<file path="config.mk">
export PLATFORM = sky130hd
export DESIGN_NAME = calendar_date_counter_top_flat
export DESIGN_NICKNAME = d
export VERILOG_FILES = /design/src/rtl/core/caldate_pkg.sv /design/src/rtl/core/caldate_ifs.sv /design/src/rtl/core/caldate_in_reg.sv /design/src/rtl/core/caldate_date_core.sv /design/src/rtl/core/caldate_weekday.sv /design/src/rtl/core/calendar_date_counter_top.sv /design/src/flat_wrapper.sv
export SDC_FILE = /design/constraint.sdc
export NUM_CORES = 1
export LEC_CHECK = 0
export BUFFER_PORTS_ARGS = -buffer_cell sky130_fd_sc_hd__buf_2
export CAP_MARGIN = 20
export CORE_ASPECT_RATIO = 0.7
export CORE_MARGIN = 2
export CORE_UTILIZATION = 68
export CTS_CLUSTER_SIZE = 20
export DETAILED_ROUTE_END_ITERATION = 16
export MAX_ROUTING_LAYER = met4
export PLACE_DENSITY = 0.95
export REMOVE_ABC_BUFFERS = 1
export SLEW_MARGIN = 20
export SYNTH_ARGS = -nofsm -noshare
export SYNTH_HDL_FRONTEND = slang
export SYNTH_SLANG_ARGS = --single-unit
</file>
<file path="constraint.sdc">
create_clock -name clock -period 17.88 [get_ports clock]
set_input_delay 3.576 -clock clock [delete_from_list [all_inputs] [get_ports clock]]
set_output_delay 3.576 -clock clock [all_outputs]
set_load 0.01 [all_outputs]
</file>
<file path="src/rtl/core/caldate_pkg.sv">
// Shared types, constants and table functions of the calendar date counter.
`timescale 1ns / 1ps
package caldate_pkg;

   localparam int unsigned DAY_W   = 5;
   localparam int unsigned MONTH_W = 4;
   localparam int unsigned YEAR_W  = 14;
   localparam int unsigned WDAY_W  = 3;
   localparam int unsigned YLO_W   = 7;
   localparam int unsigned QUOT_W  = 12;
   localparam int unsigned RECIP_W = 13;
   localparam int unsigned PROD_W  = QUOT_W + RECIP_W;
   localparam int unsigned CENT_W  = 8;
   localparam int unsigned MTERM_W = 5;

   localparam logic [RECIP_W-1:0] RECIP_25     = RECIP_W'(5243);
   localparam int unsigned        RECIP_SHIFT  = 17;
   localparam logic [YEAR_W-1:0]  YEAR_MIN     = YEAR_W'(1);
   localparam logic [YEAR_W-1:0]  YEAR_MAX     = YEAR_W'(9999);
   localparam logic [MONTH_W-1:0] MONTH_JAN    = MONTH_W'(1);
   localparam logic [MONTH_W-1:0] MONTH_FEB    = MONTH_W'(2);
   localparam logic [MONTH_W-1:0] MONTH_DEC    = MONTH_W'(12);
   localparam logic [DAY_W-1:0]   DAY_FIRST    = DAY_W'(1);
   localparam logic [DAY_W-1:0]   DAY_LAST_DEC = DAY_W'(31);
   localparam logic [YLO_W-1:0]   YLO_LAST     = YLO_W'(99);
   localparam logic [WDAY_W-1:0]  WDAY_FRI     = WDAY_W'(5);
   localparam logic [WDAY_W-1:0]  WDAY_SAT     = WDAY_W'(6);

   typedef enum logic {
      ACT_TICK = 1'b0,
      ACT_LOAD = 1'b1
   } action_type;

   typedef struct packed {
      logic                action;
      logic [DAY_W-1:0]    load_day;
      logic [MONTH_W-1:0]  load_month;
      logic [YEAR_W-1:0]   load_year;
      logic [PROD_W-1:0]   year_prod;
   } load_word_type;

   typedef struct packed {
      logic [DAY_W-1:0]    day;
      logic [MONTH_W-1:0]  month;
      logic [YEAR_W-1:0]   year;
      logic                load_rejected;
      logic                at_limit;
   } date_word_type;

   function automatic logic [DAY_W-1:0] month_len(input logic [MONTH_W-1:0] m,
                                                  input logic leap);
      logic [DAY_W-1:0] len;
      case (m)
         4'd2:                      len = leap ? DAY_W'(29) : DAY_W'(28);
         4'd4, 4'd6, 4'd9, 4'd11:   len = DAY_W'(30);
         default:                   len = DAY_W'(31);
      endcase
      return len;
   endfunction

   // (31 * mm) / 12 for the shifted month, March = 1 .. February = 12
   function automatic logic [MTERM_W-1:0] month_term(input logic [MONTH_W-1:0] mm);
      logic [MTERM_W-1:0] t;
      case (mm)
         4'd1:    t = MTERM_W'(2);
         4'd2:    t = MTERM_W'(5);
         4'd3:    t = MTERM_W'(7);
         4'd4:    t = MTERM_W'(10);
         4'd5:    t = MTERM_W'(12);
         4'd6:    t = MTERM_W'(15);
         4'd7:    t = MTERM_W'(18);
         4'd8:    t = MTERM_W'(20);
         4'd9:    t = MTERM_W'(23);
         4'd10:   t = MTERM_W'(25);
         4'd11:   t = MTERM_W'(28);
         4'd12:   t = MTERM_W'(31);
         default: t = '0;
      endcase
      return t;
   endfunction

endpackage

</file>
<file path="src/rtl/core/caldate_ifs.sv">
// Request and response channel interfaces of the calendar date counter.
`timescale 1ns / 1ps
interface caldate_req_if;
   logic                               valid;
   logic                               ready;
   logic                               action;
   logic [caldate_pkg::DAY_W-1:0]      load_day;
   logic [caldate_pkg::MONTH_W-1:0]    load_month;
   logic [caldate_pkg::YEAR_W-1:0]     load_year;

   modport source (output valid, action, load_day, load_month, load_year, input ready);
   modport sink   (input valid, action, load_day, load_month, load_year, output ready);
endinterface

interface caldate_rsp_if;
   logic                               valid;
   logic                               ready;
   logic [caldate_pkg::DAY_W-1:0]      day;
   logic [caldate_pkg::MONTH_W-1:0]    month;
   logic [caldate_pkg::YEAR_W-1:0]     year;
   logic [caldate_pkg::WDAY_W-1:0]     day_of_week;
   logic                               weekend;
   logic                               load_rejected;
   logic                               at_limit;

   modport source (output valid, day, month, year, day_of_week, weekend, load_rejected,
                   at_limit, input ready);
   modport sink   (input valid, day, month, year, day_of_week, weekend, load_rejected,
                   at_limit, output ready);
endinterface

</file>
<file path="src/rtl/core/caldate_in_reg.sv">
// Input register stage: captures a transaction and starts the load year split by 100.
`timescale 1ns / 1ps
module caldate_in_reg (
   input  logic                        clock,
   input  logic                        reset,
   caldate_req_if.sink                 req_bus,
   output logic                        out_valid,
   input  logic                        out_ready,
   output caldate_pkg::load_word_type  out_word
);
   import caldate_pkg::*;

   logic          valid_ff;
   logic          valid_in;
   load_word_type word_ff;
   load_word_type word_in;
   logic          take;

   assign req_bus.ready = !valid_ff || out_ready;
   assign take          = req_bus.valid && req_bus.ready;

   always_comb begin
      valid_in = valid_ff;
      if (take) begin
         valid_in = 1'b1;
      end else if (out_ready) begin
         valid_in = 1'b0;
      end
      word_in            = word_ff;
      word_in.action     = req_bus.action;
      word_in.load_day   = req_bus.load_day;
      word_in.load_month = req_bus.load_month;
      word_in.load_year  = req_bus.load_year;
      word_in.year_prod  = PROD_W'(req_bus.load_year[YEAR_W-1:2]) * PROD_W'(RECIP_25);
   end

   always_ff @(posedge clock) begin
      if (reset) begin
         valid_ff <= 1'b0;
      end else begin
         valid_ff <= valid_in;
      end
   end

   always_ff @(posedge clock) begin
      if (take) begin
         word_ff <= word_in;
      end
   end

   assign out_valid = valid_ff;
   assign out_word  = word_ff;

endmodule

</file>
<file path="src/rtl/core/caldate_date_core.sv">
// Date state stage: validates loads, advances the date on ticks and registers the result.
`timescale 1ns / 1ps
module caldate_date_core (
   input  logic                        clock,
   input  logic                        reset,
   input  logic                        in_valid,
   output logic                        in_ready,
   input  caldate_pkg::load_word_type  in_word,
   output logic                        out_valid,
   input  logic                        out_ready,
   output caldate_pkg::date_word_type  out_word
);
   import caldate_pkg::*;

   logic [DAY_W-1:0]   day_ff,   day_in;
   logic [MONTH_W-1:0] month_ff, month_in;
   logic [YEAR_W-1:0]  year_ff,  year_in;
   logic [YLO_W-1:0]   ylo_ff,   ylo_in;
   logic [1:0]         cent_ff,  cent_in;
   logic               valid_ff, valid_in;
   date_word_type      word_ff,  word_in;

   logic               take;
   logic [CENT_W-1:0]  ld_cent;
   logic [YEAR_W-1:0]  ld_cent_x100;
   logic [YEAR_W-1:0]  ld_rem_full;
   logic [YLO_W-1:0]   ld_rem;
   logic               ld_leap;
   logic               ld_ok;
   logic               cur_leap;
   logic               rejected;
   logic               limit;

   assign in_ready = !valid_ff || out_ready;
   assign take     = in_valid && in_ready;

   always_comb begin
      ld_cent      = in_word.year_prod[PROD_W-1:RECIP_SHIFT];
      ld_cent_x100 = (YEAR_W'(ld_cent) << 6) + (YEAR_W'(ld_cent) << 5)
                   + (YEAR_W'(ld_cent) << 2);
      ld_rem_full  = in_word.load_year - ld_cent_x100;
      ld_rem       = ld_rem_full[YLO_W-1:0];
      ld_leap      = (ld_rem == '0) ? (ld_cent[1:0] == 2'd0)
                                    : (in_word.load_year[1:0] == 2'd0);
      ld_ok        = (in_word.load_month >= MONTH_JAN) && (in_word.load_month <= MONTH_DEC)
                  && (in_word.load_year >= YEAR_MIN) && (in_word.load_year <= YEAR_MAX)
                  && (in_word.load_day >= DAY_FIRST)
                  && (in_word.load_day <= month_len(in_word.load_month, ld_leap));
      cur_leap     = (ylo_ff == '0) ? (cent_ff == 2'd0) : (year_ff[1:0] == 2'd0);

      day_in   = day_ff;
      month_in = month_ff;
      year_in  = year_ff;
      ylo_in   = ylo_ff;
      cent_in  = cent_ff;
      rejected = 1'b0;
      limit    = 1'b0;

      if (in_word.action == ACT_LOAD) begin
         if (ld_ok) begin
            day_in   = in_word.load_day;
            month_in = in_word.load_month;
            year_in  = in_word.load_year;
            ylo_in   = ld_rem;
            cent_in  = ld_cent[1:0];
         end else begin
            rejected = 1'b1;
         end
      end else if (day_ff == DAY_LAST_DEC && month_ff == MONTH_DEC && year_ff >= YEAR_MAX) begin
         limit = 1'b1;
      end else if (day_ff >= month_len(month_ff, cur_leap)) begin
         day_in = DAY_FIRST;
         if (month_ff >= MONTH_DEC) begin
            month_in = MONTH_JAN;
            year_in  = year_ff + YEAR_W'(1);
            if (ylo_ff == YLO_LAST) begin
               ylo_in  = '0;
               cent_in = cent_ff + 2'd1;
            end else begin
               ylo_in  = ylo_ff + YLO_W'(1);
            end
         end else begin
            month_in = month_ff + MONTH_W'(1);
         end
      end else begin
         day_in = day_ff + DAY_W'(1);
      end

      word_in.day           = day_in;
      word_in.month         = month_in;
      word_in.year          = year_in;
      word_in.load_rejected = rejected;
      word_in.at_limit      = limit;

      valid_in = valid_ff;
      if (take) begin
         valid_in = 1'b1;
      end else if (out_ready) begin
         valid_in = 1'b0;
      end
   end

   always_ff @(posedge clock) begin
      if (reset) begin
         day_ff   <= DAY_FIRST;
         month_ff <= MONTH_JAN;
         year_ff  <= YEAR_MIN;
         ylo_ff   <= YLO_W'(1);
         cent_ff  <= 2'd0;
         valid_ff <= 1'b0;
      end else begin
         valid_ff <= valid_in;
         if (take) begin
            day_ff   <= day_in;
            month_ff <= month_in;
            year_ff  <= year_in;
            ylo_ff   <= ylo_in;
            cent_ff  <= cent_in;
         end
      end
   end

   always_ff @(posedge clock) begin
      if (take) begin
         word_ff <= word_in;
      end
   end

   assign out_valid = valid_ff;
   assign out_word  = word_ff;

endmodule

</file>
<file path="src/rtl/core/caldate_weekday.sv">
// Weekday stages: split the shifted year by 100, then sum the terms modulo 7 into the response.
`timescale 1ns / 1ps
module caldate_weekday (
   input  logic                        clock,
   input  logic                        reset,
   input  logic                        in_valid,
   output logic                        in_ready,
   input  caldate_pkg::date_word_type  in_word,
   caldate_rsp_if.source               rsp_bus
);
   import caldate_pkg::*;

   localparam int unsigned SUM_W = YEAR_W + 1;

   logic                 mid_valid_ff, mid_valid_in;
   date_word_type        mid_word_ff;
   logic [YEAR_W-1:0]    mid_yy_ff,    mid_yy_in;
   logic [PROD_W-1:0]    mid_prod_ff,  mid_prod_in;
   logic [MTERM_W-1:0]   mid_term_ff,  mid_term_in;
   logic                 mid_ready;
   logic                 mid_take;
   logic                 early;
   logic [MONTH_W-1:0]   mm;

   logic                 out_valid_ff, out_valid_in;
   date_word_type        out_word_ff;
   logic [WDAY_W-1:0]    out_wday_ff,  out_wday_in;
   logic                 out_take;
   logic [CENT_W-1:0]    cent;
   logic [SUM_W-1:0]     total;
   logic [5:0]           fold1;
   logic [3:0]           fold2;
   logic [3:0]           wrap;

   assign in_ready  = !mid_valid_ff || mid_ready;
   assign mid_take  = in_valid && in_ready;
   assign mid_ready = !out_valid_ff || rsp_bus.ready;
   assign out_take  = mid_valid_ff && mid_ready;

   always_comb begin
      early       = (in_word.month <= MONTH_FEB);
      mid_yy_in   = in_word.year - YEAR_W'(early);
      mm          = early ? (in_word.month + MONTH_W'(10)) : (in_word.month - MONTH_FEB);
      mid_prod_in = PROD_W'(mid_yy_in[YEAR_W-1:2]) * PROD_W'(RECIP_25);
      mid_term_in = month_term(mm);

      mid_valid_in = mid_valid_ff;
      if (mid_take) begin
         mid_valid_in = 1'b1;
      end else if (mid_ready) begin
         mid_valid_in = 1'b0;
      end
   end

   always_comb begin
      cent  = mid_prod_ff[PROD_W-1:RECIP_SHIFT];
      total = SUM_W'(mid_word_ff.day) + SUM_W'(mid_yy_ff) + SUM_W'(mid_yy_ff[YEAR_W-1:2])
            - SUM_W'(cent) + SUM_W'(cent[CENT_W-1:2]) + SUM_W'(mid_term_ff);
      fold1 = 6'(total[14:12]) + 6'(total[11:9]) + 6'(total[8:6])
            + 6'(total[5:3]) + 6'(total[2:0]);
      fold2 = 4'(fold1[5:3]) + 4'(fold1[2:0]);
      wrap  = (fold2 >= 4'd7) ? (fold2 - 4'd7) : fold2;
      out_wday_in = wrap[WDAY_W-1:0];

      out_valid_in = out_valid_ff;
      if (out_take) begin
         out_valid_in = 1'b1;
      end else if (rsp_bus.ready) begin
         out_valid_in = 1'b0;
      end
   end

   always_ff @(posedge clock) begin
      if (reset) begin
         mid_valid_ff <= 1'b0;
         out_valid_ff <= 1'b0;
      end else begin
         mid_valid_ff <= mid_valid_in;
         out_valid_ff <= out_valid_in;
      end
   end

   always_ff @(posedge clock) begin
      if (mid_take) begin
         mid_word_ff <= in_word;
         mid_yy_ff   <= mid_yy_in;
         mid_prod_ff <= mid_prod_in;
         mid_term_ff <= mid_term_in;
      end
      if (out_take) begin
         out_word_ff <= mid_word_ff;
         out_wday_ff <= out_wday_in;
      end
   end

   assign rsp_bus.valid         = out_valid_ff;
   assign rsp_bus.day           = out_word_ff.day;
   assign rsp_bus.month         = out_word_ff.month;
   assign rsp_bus.year          = out_word_ff.year;
   assign rsp_bus.day_of_week   = out_wday_ff;
   assign rsp_bus.weekend       = (out_wday_ff == WDAY_FRI) || (out_wday_ff == WDAY_SAT);
   assign rsp_bus.load_rejected = out_word_ff.load_rejected;
   assign rsp_bus.at_limit      = out_word_ff.at_limit;

endmodule

</file>
<file path="src/rtl/core/calendar_date_counter_top.sv">
// Top level of the calendar date counter.
//
//  Channel   Direction  Transaction
//  req_bus   in         tick or load (action, load_day, load_month, load_year)
//  rsp_bus   out        date after the step, weekday, weekend, load_rejected, at_limit
//
//  One transaction per cycle sustained while rsp_bus is ready; four register stages (input,
//  date, weekday split, response) lie between a request and its response.
//  The date register stage closes the only feedback loop, one date update per transaction.
//  Reset sets the date to 1 Jan year 1 and empties all stages.
//  A stalled response holds its stage; earlier stages keep filling until every stage is full.
`timescale 1ns / 1ps
module calendar_date_counter_top (
   input  logic           clock,
   input  logic           reset,
   caldate_req_if.sink    req_bus,
   caldate_rsp_if.source  rsp_bus
);
   import caldate_pkg::*;

   logic          s1_valid;
   logic          s1_ready;
   load_word_type s1_word;
   logic          s2_valid;
   logic          s2_ready;
   date_word_type s2_word;

   caldate_in_reg u_in_reg (
      .clock     (clock),
      .reset     (reset),
      .req_bus   (req_bus),
      .out_valid (s1_valid),
      .out_ready (s1_ready),
      .out_word  (s1_word)
   );

   caldate_date_core u_date_core (
      .clock     (clock),
      .reset     (reset),
      .in_valid  (s1_valid),
      .in_ready  (s1_ready),
      .in_word   (s1_word),
      .out_valid (s2_valid),
      .out_ready (s2_ready),
      .out_word  (s2_word)
   );

   caldate_weekday u_weekday (
      .clock    (clock),
      .reset    (reset),
      .in_valid (s2_valid),
      .in_ready (s2_ready),
      .in_word  (s2_word),
      .rsp_bus  (rsp_bus)
   );

endmodule

</file>
<file path="src/flat_wrapper.sv">
// flat-port wrapper written by rule: the top's interface ports become plain ports
module calendar_date_counter_top_flat import caldate_pkg::*;
  (clock, reset, req_bus_valid, req_bus_action, req_bus_load_day, req_bus_load_month, req_bus_load_year, req_bus_ready, rsp_bus_valid, rsp_bus_day, rsp_bus_month, rsp_bus_year, rsp_bus_day_of_week, rsp_bus_weekend, rsp_bus_load_rejected, rsp_bus_at_limit, rsp_bus_ready);
  caldate_req_if req_bus_i ();
  caldate_rsp_if rsp_bus_i ();
  input  logic clock;
  input  logic reset;
  input wire logic [$bits(req_bus_i.valid)-1:0] req_bus_valid;
  input wire logic [$bits(req_bus_i.action)-1:0] req_bus_action;
  input wire logic [$bits(req_bus_i.load_day)-1:0] req_bus_load_day;
  input wire logic [$bits(req_bus_i.load_month)-1:0] req_bus_load_month;
  input wire logic [$bits(req_bus_i.load_year)-1:0] req_bus_load_year;
  output wire logic [$bits(req_bus_i.ready)-1:0] req_bus_ready;
  output wire logic [$bits(rsp_bus_i.valid)-1:0] rsp_bus_valid;
  output wire logic [$bits(rsp_bus_i.day)-1:0] rsp_bus_day;
  output wire logic [$bits(rsp_bus_i.month)-1:0] rsp_bus_month;
  output wire logic [$bits(rsp_bus_i.year)-1:0] rsp_bus_year;
  output wire logic [$bits(rsp_bus_i.day_of_week)-1:0] rsp_bus_day_of_week;
  output wire logic [$bits(rsp_bus_i.weekend)-1:0] rsp_bus_weekend;
  output wire logic [$bits(rsp_bus_i.load_rejected)-1:0] rsp_bus_load_rejected;
  output wire logic [$bits(rsp_bus_i.at_limit)-1:0] rsp_bus_at_limit;
  input wire logic [$bits(rsp_bus_i.ready)-1:0] rsp_bus_ready;
  assign req_bus_i.valid = req_bus_valid;
  assign req_bus_i.action = req_bus_action;
  assign req_bus_i.load_day = req_bus_load_day;
  assign req_bus_i.load_month = req_bus_load_month;
  assign req_bus_i.load_year = req_bus_load_year;
  assign req_bus_ready = req_bus_i.ready;
  assign rsp_bus_valid = rsp_bus_i.valid;
  assign rsp_bus_day = rsp_bus_i.day;
  assign rsp_bus_month = rsp_bus_i.month;
  assign rsp_bus_year = rsp_bus_i.year;
  assign rsp_bus_day_of_week = rsp_bus_i.day_of_week;
  assign rsp_bus_weekend = rsp_bus_i.weekend;
  assign rsp_bus_load_rejected = rsp_bus_i.load_rejected;
  assign rsp_bus_at_limit = rsp_bus_i.at_limit;
  assign rsp_bus_i.ready = rsp_bus_ready;
  calendar_date_counter_top u_core (.clock(clock), .reset(reset), .req_bus(req_bus_i), .rsp_bus(rsp_bus_i));
endmodule
</file>
==> metrics, run 1 <==
outcome finished, final reports clean; Clock Path Buffers 2; I/O pin cnt 59; crit path DAT 8.95 ns; Antenna diodes 0; Final Hold Viols 0; CP Max Fanout 6; pre-CTS WS 9.22 ns; Synth Warn # 0; area leader, netlist edfxtp_1; 1st-pass router iterations 8; postcts setup bufs 0; crit path kind flip-flop to flip-flop; die width approximately 180 µm; CP Capture Type flip-flop; vias in the first global route about 11,000; WP data required between 15 and 20 ns; per-cell routed wire length slightly above 20 µm; fraction of registers with async set/reset 0; skew final between 0.015 and 0.02 ns; Final setup viols 0; register area share after synthesis 0.325; PortBufs 58; Synth Instances 1,367; gp weighted congestion slightly above 1; RSZ-0062 raised after global routing no; area grow syn2layout 8.46%; routed vias/inst 6.34; chip height 127 µm; Hold Crit Class flip-flop to flip-flop; PnR worst setup slack about 9.1 ns; average size of a mapped cell ~11 µm²; post-CTS resize count 0; clk_lat worst skew between 0.4 and 0.5 ns; Final Max Tran Viols 0; global-route wire length before repair between 50 and 60 mm; TritonCTS clock tree built; ys flop type edfxtp_1; Seq cells post-synth 170; CTS clk-pin slew, worst paths approximately 0.08 ns; H-tree depth 4; top cells by area, synth edfxtp_1, ha_1, fa_1; Starting DRT DRC Count roughly 1,400; number of buffers created by CTS 17; Post-CTS Hold Fix Bufs 0; # rows 44; Tcrit/Tclk final 0.490; global-route usage over all layers 0.340; global route overflow 0; EDFF count, synth 134; Netlist cell types 77; HPWL reported at the end of detailed placement roughly 27 mm; Core Box Area about 21,000 µm²; Setup Total Neg Slack 0 ns; Vias roughly 11,000; Root Buffer clkbuf_16; post-route antenna net violation count 0; Synth Cell Area approximately 15,000 µm²; Max Clock Freq roughly 0.11 GHz; MaxCap Viol Count 0; Synth top area share 0.276; Residual DRC 0; Synth top cells by count inv_1, ha_1, edfxtp_1; Die ar. ~23,000 µm²; clock sinks 170; crit start category flip-flop; most common cell in the netlist inv_1; NumNets Final about 1,800; DRT Wirelength about 36 mm; Slew Limit Headroom 0.358; share of layout cells above drive strength 1 0.0852; largest net degree at the start of global routing 53; post-layout min period approximately 8.8 ns; initial antenna violation count 0; fillcell total approximately 1,200; initial core utilization 0.699; Worst Tran Pin Value ~0.95 ns
kinds of logic (layout without fill, tap and decap cells):
logic type,count (synthesis),after routing,share of synthesized area
AO/OA/AOI/OAI,215,215,0.101
XOR/XNOR,56,56,0.0336
adder cells (fa/ha/maj),351,351,0.365
buffers and inverters,323,399,0.0841
flip-flops,170,170,0.325
multiplexers,12,12,0.00832
AND/OR/NAND/NOR,240,240,0.0828
cells in the final DEF (no fill, tap or decap), types with 36 or more instances in the layout:
master    synthesis  layout
fa_1            124     124
dfxtp_1          36      36
inv_1           298     298
xnor2_1          38      38
a21oi_1          68      68
buf_2             2      58
nand2_1          36      36
ha_1            227     227
nor2_1           80      80
edfxtp_1        134     134
registers in the layout (all words and copies together), names as in the netlist, 3 cells and up:
signal	cells
u_core.u_date_core.day_ff	5
u_core.u_date_core.month_ff	4
u_core.u_date_core.out_word	25
u_core.u_date_core.year_ff	14
u_core.u_date_core.ylo_ff	7
u_core.u_in_reg.out_word	29
u_core.u_weekday.mid_prod_ff	8
u_core.u_weekday.mid_term_ff	5
u_core.u_weekday.mid_word_ff	25
u_core.u_weekday.mid_yy_ff	14
u_core.u_weekday.rsp_bus.day	5
u_core.u_weekday.rsp_bus.day_of_week	3
u_core.u_weekday.rsp_bus.month	4
u_core.u_weekday.rsp_bus.year	14
area by class of cell:
cell class / count / area (µm²) / area share
multi-input cells: 874 / 8630 / 0.545
flip-flops and latches: 170 / 4740 / 0.300
inverters: 299 / 1120 / 0.0710
clock buffers: 17 / 425 / 0.0269
repair buffers: 68 / 365 / 0.0231
well taps: 276 / 345 / 0.0218
clock inverters: 15 / 188 / 0.0119
routing by layer:
layer  wire length (µm)  global-route usage  part of all wire  up-vias
met5                  0                   -                 0        -
met4               1250               0.121             0.035        0
met3               3730              0.0788              0.10      162
met2              16700               0.530              0.47      723
met1              14000               0.440              0.39     5219
li1                   -                   -                 -     4788
worst paths after layout:
| kind | cells past startpoint | from | slack [ns] | to |
|---|---|---|---|---|
| setup / recovery | 27 | u_core.u_date_core.out_word[16]$_DFFE_PP_ | 9.12 | u_core.u_weekday.mid_prod_ff[24]$_DFFE_PP_ |
| hold / removal | 0 | u_core.u_weekday.mid_word_ff[5]$_DFFE_PP_ | 0.41 | u_core.u_weekday.rsp_bus.year[3]$_DFFE_PP_ |
| setup reg to reg | 27 | u_core.u_date_core.out_word[16]$_DFFE_PP_ | 9.12 | u_core.u_weekday.mid_prod_ff[24]$_DFFE_PP_ |
| hold reg to reg | 0 | u_core.u_weekday.mid_word_ff[5]$_DFFE_PP_ | 0.41 | u_core.u_weekday.rsp_bus.year[3]$_DFFE_PP_ |
critical path, cell delays in order, from the launching register on:
cell	delay, ns
edfxtp_1	0.51
inv_1	0.21
ha_1	0.20
inv_1	0.05
a211oi_1	0.59
ha_1	0.31
nor3b_1	0.34
nand2b_1	0.16
or3_1	0.39
or4_1	0.44
xnor2_1	0.53
inv_1	0.15
fa_1	0.55
fa_1	0.51
inv_1	0.06
fa_1	0.53
inv_1	0.06
fa_1	0.54
inv_1	0.06
fa_1	0.48
ha_1	0.32
nand4_1	0.13
nor3_1	0.08
a311oi_1	0.24
nand3_1	0.23
a31oi_1	0.48
o21ai_0	0.21
xnor2_1	0.15
stage by stage:
step	util	hold slack, ns	std cells	area [µm²]
finish	0.758	0.414	1719	15800
global route	0.758	0.420	1719	15800
CTS	0.758	0.415	1719	15800
detailed placement	0.729	0.405	1687	15200
global placement	0.729	0.401	1687	15200
floorplan	-	0.400	1343	14500
Power of run 1 is not shown: default switching activity piles up to over one toggle a cycle in this logic, so the estimate is an artifact.
==> run 2, diff against run 1 <==
--- a/config.mk
+++ b/config.mk
@@ -9,11 +9,11 @@
 export CAP_MARGIN = 20
 export CORE_ASPECT_RATIO = 0.7
 export CORE_MARGIN = 2
-export CORE_UTILIZATION = 68
+export CORE_UTILIZATION = 58
 export CTS_CLUSTER_SIZE = 20
 export DETAILED_ROUTE_END_ITERATION = 16
 export MAX_ROUTING_LAYER = met4
-export PLACE_DENSITY = 0.95
+export PLACE_DENSITY = 0.88
 export REMOVE_ABC_BUFFERS = 1
 export SLEW_MARGIN = 20
 export SYNTH_ARGS = -nofsm -noshare
==> constraint.sdc (replaced) <==
create_clock -name clock -period 7.2 [get_ports clock]
set_input_delay 1.44 -clock clock [delete_from_list [all_inputs] [get_ports clock]]
set_output_delay 1.44 -clock clock [all_outputs]
set_load 0.01 [all_outputs]
==> metrics, run 2 (synthesized netlist as in run 1, its figures left out) <==
most frequent cells in the layout inv_1, ha_1, edfxtp_1 (unchanged); Hold Crit Class flip-flop to flip-flop (unchanged); vias in the first global route 10,900 (was 11,100); DRT Wirelength 36.6 mm (was 35.7 mm); number of buffers created by CTS 17 (unchanged); clk_lat worst skew 0.45 ns (about the same); Starting DRT DRC Count 1,131 (was 1,417); hold_ws 0.423 ns (was 0.414 ns); initial antenna violation count 1 (was 0); gp weighted congestion 0.973 (was 1.01); # rows 48 (was 44); Tcrit/Tclk final 1.01 (was 0.490); WP data required 7.37 ns (was 18.07 ns); global-route wire length before repair 55.4 mm (was 57.1 mm); Max Clock Freq 0.137 GHz (was 0.114 GHz); routed vias/inst 6.04 (was 6.34); post-route antenna net violation count 0 (unchanged); Die ar. 26,400 µm² (was 22,700 µm²); PortBufs 58 (unchanged); area grow syn2layout 15.0% (was 8.46%); MaxCap Viol Count 0 (unchanged); crit path DAT 7.48 ns (was 8.95 ns); crit path kind flip-flop to flip-flop (unchanged); share of layout cells above drive strength 1 0.164 (was 0.0852); outcome finished, violations left (was finished, final reports clean); H-tree depth 4 (unchanged); CP Max Fanout 4 (was 6); crit start category flip-flop (unchanged); TritonCTS clock tree built (unchanged); fin cells 1,828 (was 1,719); CP max stage cell fa_1 (was a211oi_1); per-cell routed wire length 20.0 µm (was 20.7 µm); PnR worst setup slack -0.107 ns (was 9.12 ns); largest net degree at the start of global routing 53 (unchanged); skew final 0.0155 ns (was 0.0160 ns); Final Max Tran Viols 0 (unchanged); Residual DRC 0 (unchanged); Core Box Area 24,700 µm² (was 20,900 µm²); HPWL reported at the end of detailed placement 26.0 mm (was 26.9 mm); dpl cells 1,769 (was 1,687); violated checks negative setup slack; global route overflow 0 (unchanged); Setup Total Neg Slack -0.208 ns (was 0 ns); I/O pin cnt 59 (unchanged); NumNets Final 1,868 (was 1,809); Slew Limit Headroom 0.251 (was 0.358); Final setup viols 6 (was 0); Final Hold Viols 0 (unchanged); Worst Tran Pin Value 1.11 ns (was 0.947 ns); initial core utilization 0.591 (was 0.699); CP most frequent cell inv_1 (unchanged); most common cell after layout, fill and taps aside inv_1 (unchanged); max FFs per register 29 (unchanged); CP Capture Type flip-flop (unchanged); die width 194 µm (was 179 µm); clock sinks 170 (unchanged); chip height 137 µm (was 127 µm); 1st-pass router iterations 6 (was 8); max incr delay on CP 0.56 ns (was 0.59 ns); CTS clk-pin slew, worst paths 0.08 ns (about the same); post-layout min period 7.31 ns (was 8.76 ns); global-route usage over all layers 0.276 (was 0.340); Vias 11,000 (was 10,900); RSZ-0062 raised after global routing yes (was no); Root Buffer clkbuf_16 (unchanged); Clock Path Buffers 2 (unchanged)
## run 2: cell count changes in the layout (fill, tap and decap cells not counted), sizes merged
cell      change
buf          +59
bufinv        +3
clkinv        -3
clkinvlp      +2
inv           -2
diode         +1
## run 2: final cells by class
class                           instances  area [µm²]
Sequential cell                       170        4740
Clock buffer                           17         425
Antenna cell                            1        2.50
Inverter                              299        1120
Multi-Input combinational cell        874        9040
Fill cell                            1591        7910
Clock inverter                         15         210
Tap cell                              325         407
Timing Repair Buffer                  127         816
## run 2: routing by layer
layer / global-route usage / vias up / share of wire
met5: - / - / 0
met4: 0.0835 / 0 / 0.033
met3: 0.0515 / 125 / 0.093
met2: 0.462 / 676 / 0.48
met1: 0.346 / 5328 / 0.39
li1: - / 4914 / -
## run 2: stage by stage
step                instance area (µm²)  utilization  setup slack (ns)
finish                            16800        0.679            -0.107
CTS                               16500        0.667           -0.0884
floorplan                         14500            -            -0.339
global route                      16800        0.679            -0.274
detailed placement                15500        0.628            -0.469
global placement                  15500        0.628            -0.153
## run 2: final timing paths
| check | from | end | slack (ns) | cells after the start |
|---|---|---|---|---|
| setup / recovery | u_core.u_date_core.out_word[16]$_DFFE_PP_ | u_core.u_weekday.mid_prod_ff[20]$_DFFE_PP_ | -0.11 | 33 |
| hold / removal | u_core.u_weekday.mid_word_ff[18]$_DFFE_PP_ | u_core.u_weekday.rsp_bus.month[2]$_DFFE_PP_ | 0.42 | 0 |
| setup reg to reg | u_core.u_date_core.out_word[16]$_DFFE_PP_ | u_core.u_weekday.mid_prod_ff[20]$_DFFE_PP_ | -0.11 | 33 |
| hold reg to reg | u_core.u_weekday.mid_word_ff[18]$_DFFE_PP_ | u_core.u_weekday.rsp_bus.month[2]$_DFFE_PP_ | 0.42 | 0 |
## run 2: worst max-delay path: cells and delay by family (launching register included)
family	cells	cell delay [ns]
AO/OA/AOI/OAI	4	0.98
flip-flops	1	0.41
buffers and inverters	11	1.23
AND/OR/NAND/NOR	8	1.24
adder cells (fa/ha/maj)	8	2.81
XOR/XNOR	2	0.37
## run 2: repair_timing
| item | in CTS | in global routing |
|---|---|---|
| setup endpoints to repair | 11 | 11 |
| pin swaps | 55 | 55 |
| hold buffers | 0 | 0 |
| buffers inserted | 20 | 7 |
| resized for setup | 43 | 41 |
Power of run 2 is left out for the same reason.
==> run 3, diff against run 2 <==
--- a/config.mk
+++ b/config.mk
@@ -15,6 +15,7 @@
 export MAX_ROUTING_LAYER = met4
 export PLACE_DENSITY = 0.88
 export REMOVE_ABC_BUFFERS = 1
+export SETUP_SLACK_MARGIN = 0.4
 export SLEW_MARGIN = 20
 export SYNTH_ARGS = -nofsm -noshare
 export SYNTH_HDL_FRONTEND = slang
==> metrics, run 3 (synthesized netlist as in run 1, its figures left out) <==
FF+latch area 4740 µm² (unchanged); Starting DRT DRC Count 1,319 (was 1,131); global-route wire length before repair 56.2 mm (was 55.4 mm); Placement Cell Area 15,500 µm² (unchanged); crit path from u_core.u_weekday.mid_prod_ff[21]$_DFFE_PP_ (was u_core.u_date_core.out_word[16]$_DFFE_PP_); Root Buffer clkbuf_16 (unchanged); Die ar. 26,400 µm² (unchanged); Final Max Tran Viols 0 (unchanged); Final setup viols 5 (was 6); WP data required 7.39 ns (was 7.37 ns); DRT Wirelength 38.2 mm (was 36.6 mm); H-tree depth 4 (unchanged); Hold Crit Class flip-flop to flip-flop (unchanged); Antenna diodes 0 (was 1); CP Max Fanout 3 (was 4); CTS clk-pin slew, worst paths 0.08 ns (about the same); clock sinks 170 (unchanged); chip height 137 µm (unchanged); routed vias/inst 6.10 (was 6.04); largest net degree at the start of global routing 53 (unchanged); TritonCTS clock tree built (unchanged); HP Start u_core.u_weekday.mid_word_ff[18]$_DFFE_PP_ (unchanged); clk_lat worst skew 0.45 ns (about the same); max FFs per register 29 (unchanged); post-route antenna net violation count 0 (unchanged); Tcrit/Tclk final 1.03 (was 1.01); most frequent cells in the layout inv_1, ha_1, edfxtp_1 (unchanged); area grow syn2layout 16.1% (was 15.0%); gp weighted congestion 0.973 (unchanged); Final Hold Viols 0 (unchanged); Post-CTS Hold Fix Bufs 0 (unchanged); max incr delay on CP 0.57 ns (was 0.56 ns); fillcell total 1,543 (was 1,591); Residual DRC 0 (unchanged); Vias 11,200 (was 11,000); NumNets Final 1,877 (was 1,868); initial antenna violation count 0 (was 1); I/O pin cnt 59 (unchanged); CP most frequent cell fa_1 (was inv_1); MaxCap Viol Count 0 (unchanged); PnR worst setup slack -0.236 ns (was -0.107 ns); # rows 48 (unchanged); Worst Tran Pin Value 1.06 ns (was 1.11 ns); PortBufs 58 (unchanged); HPWL reported at the end of detailed placement 26.0 mm (unchanged); post-layout min period 7.44 ns (was 7.31 ns); crit path kind flip-flop to flip-flop (unchanged); reg2reg start u_core.u_weekday.mid_prod_ff[21]$_DFFE_PP_ (was u_core.u_date_core.out_word[16]$_DFFE_PP_); global-route usage over all layers 0.281 (was 0.276); RSZ-0062 raised after global routing yes (unchanged); Util after Layout 0.686 (was 0.679); 1st-pass router iterations 6 (unchanged); hold_ws 0.422 ns (was 0.423 ns); most common cell after layout, fill and taps aside inv_1 (unchanged); share of layout cells above drive strength 1 0.181 (was 0.164); vias in the first global route 11,000 (was 10,900); CP Capture Type flip-flop (unchanged); skew final 0.0179 ns (was 0.0155 ns); die width 194 µm (unchanged); Max Clock Freq 0.134 GHz (was 0.137 GHz); outcome finished, violations left (unchanged); multi-input logic area 9120 µm² (was 9040 µm²); CP max stage cell fa_1 (unchanged); violated checks negative setup slack (unchanged); initial core utilization 0.591 (unchanged); Core Box Area 24,700 µm² (unchanged); post-route cell area 16,900 µm² (was 16,800 µm²); Clock Path Buffers 2 (unchanged); global route overflow 0 (unchanged); per-cell routed wire length 20.8 µm (was 20.0 µm); number of buffers created by CTS 17 (unchanged); Slew Limit Headroom 0.285 (was 0.251); crit path DAT 7.62 ns (was 7.48 ns); crit start category flip-flop (unchanged)
run 3: changes by cell type in the layout (fill, tap and decap cells not counted), sizes merged:
cell | before | now
buf | 127 | 136
diode | 1 | 0
run 3: cell type report:
| type | count | share of cell area |
|---|---|---|
| Multi-Input combinational cell | 874 | 0.539 |
| Sequential cell | 170 | 0.280 |
| Inverter | 299 | 0.0663 |
| Timing Repair Buffer | 136 | 0.0533 |
| Clock buffer | 17 | 0.0251 |
| Tap cell | 325 | 0.0240 |
| Clock inverter | 15 | 0.0124 |
run 3: per-layer routing:
layer	vias to the layer above	global-route usage	wire length [µm]
met3	150	0.0508	3720
met4	0	0.0840	1570
li1	4920	-	-
met5	-	-	0
met1	5397	0.351	14400
met2	731	0.473	18500
run 3: critical path: cells and delay by family, from the launching register on:
kind,cells,cell delay [ns]
buffers and inverters,6,0.34
xor gates and xnor gates,3,0.38
AOI/OAI and AO/OA,6,1.18
DFF,1,0.42
adders and majority gates,11,4.60
and+or+nand+nor,2,0.23
run 3: repair_timing:
item | 4_1_cts | 5_1_grt
setup buffers | 25 | 10
endpoints found under the setup margin | 11 | 11
pin swaps | 53 | 58
resized for setup | 54 | 57
gates cloned | 0 | 0
run 3: final timing paths:
| path | depth (start not counted) | slack (ns) | to |
|---|---|---|---|
| worst max-delay path | 28 | -0.24 | u_core.u_weekday.rsp_bus.day_of_week[0]$_DFFE_PP_ |
| worst min-delay path | 0 | 0.42 | u_core.u_weekday.rsp_bus.month[2]$_DFFE_PP_ |
| worst max register to register | 28 | -0.24 | u_core.u_weekday.rsp_bus.day_of_week[0]$_DFFE_PP_ |
| worst min register to register | 0 | 0.42 | u_core.u_weekday.rsp_bus.month[2]$_DFFE_PP_ |
run 3: stage by stage:
| stage | cells | TNS [ns] | setup WS [ns] |
|---|---|---|---|
| 3_3_place_gp | 1769 | -0.292 | -0.153 |
| 3_5_place_dp | 1769 | -1.79 | -0.469 |
| 4_1_cts | 1826 | -0.189 | -0.0872 |
| 2_1_floorplan | 1343 | -1.85 | -0.339 |
| 6_report | 1836 | -0.714 | -0.236 |
| 5_1_grt | 1836 | -1.97 | -0.454 |
Power of run 3 is left out for the same reason.
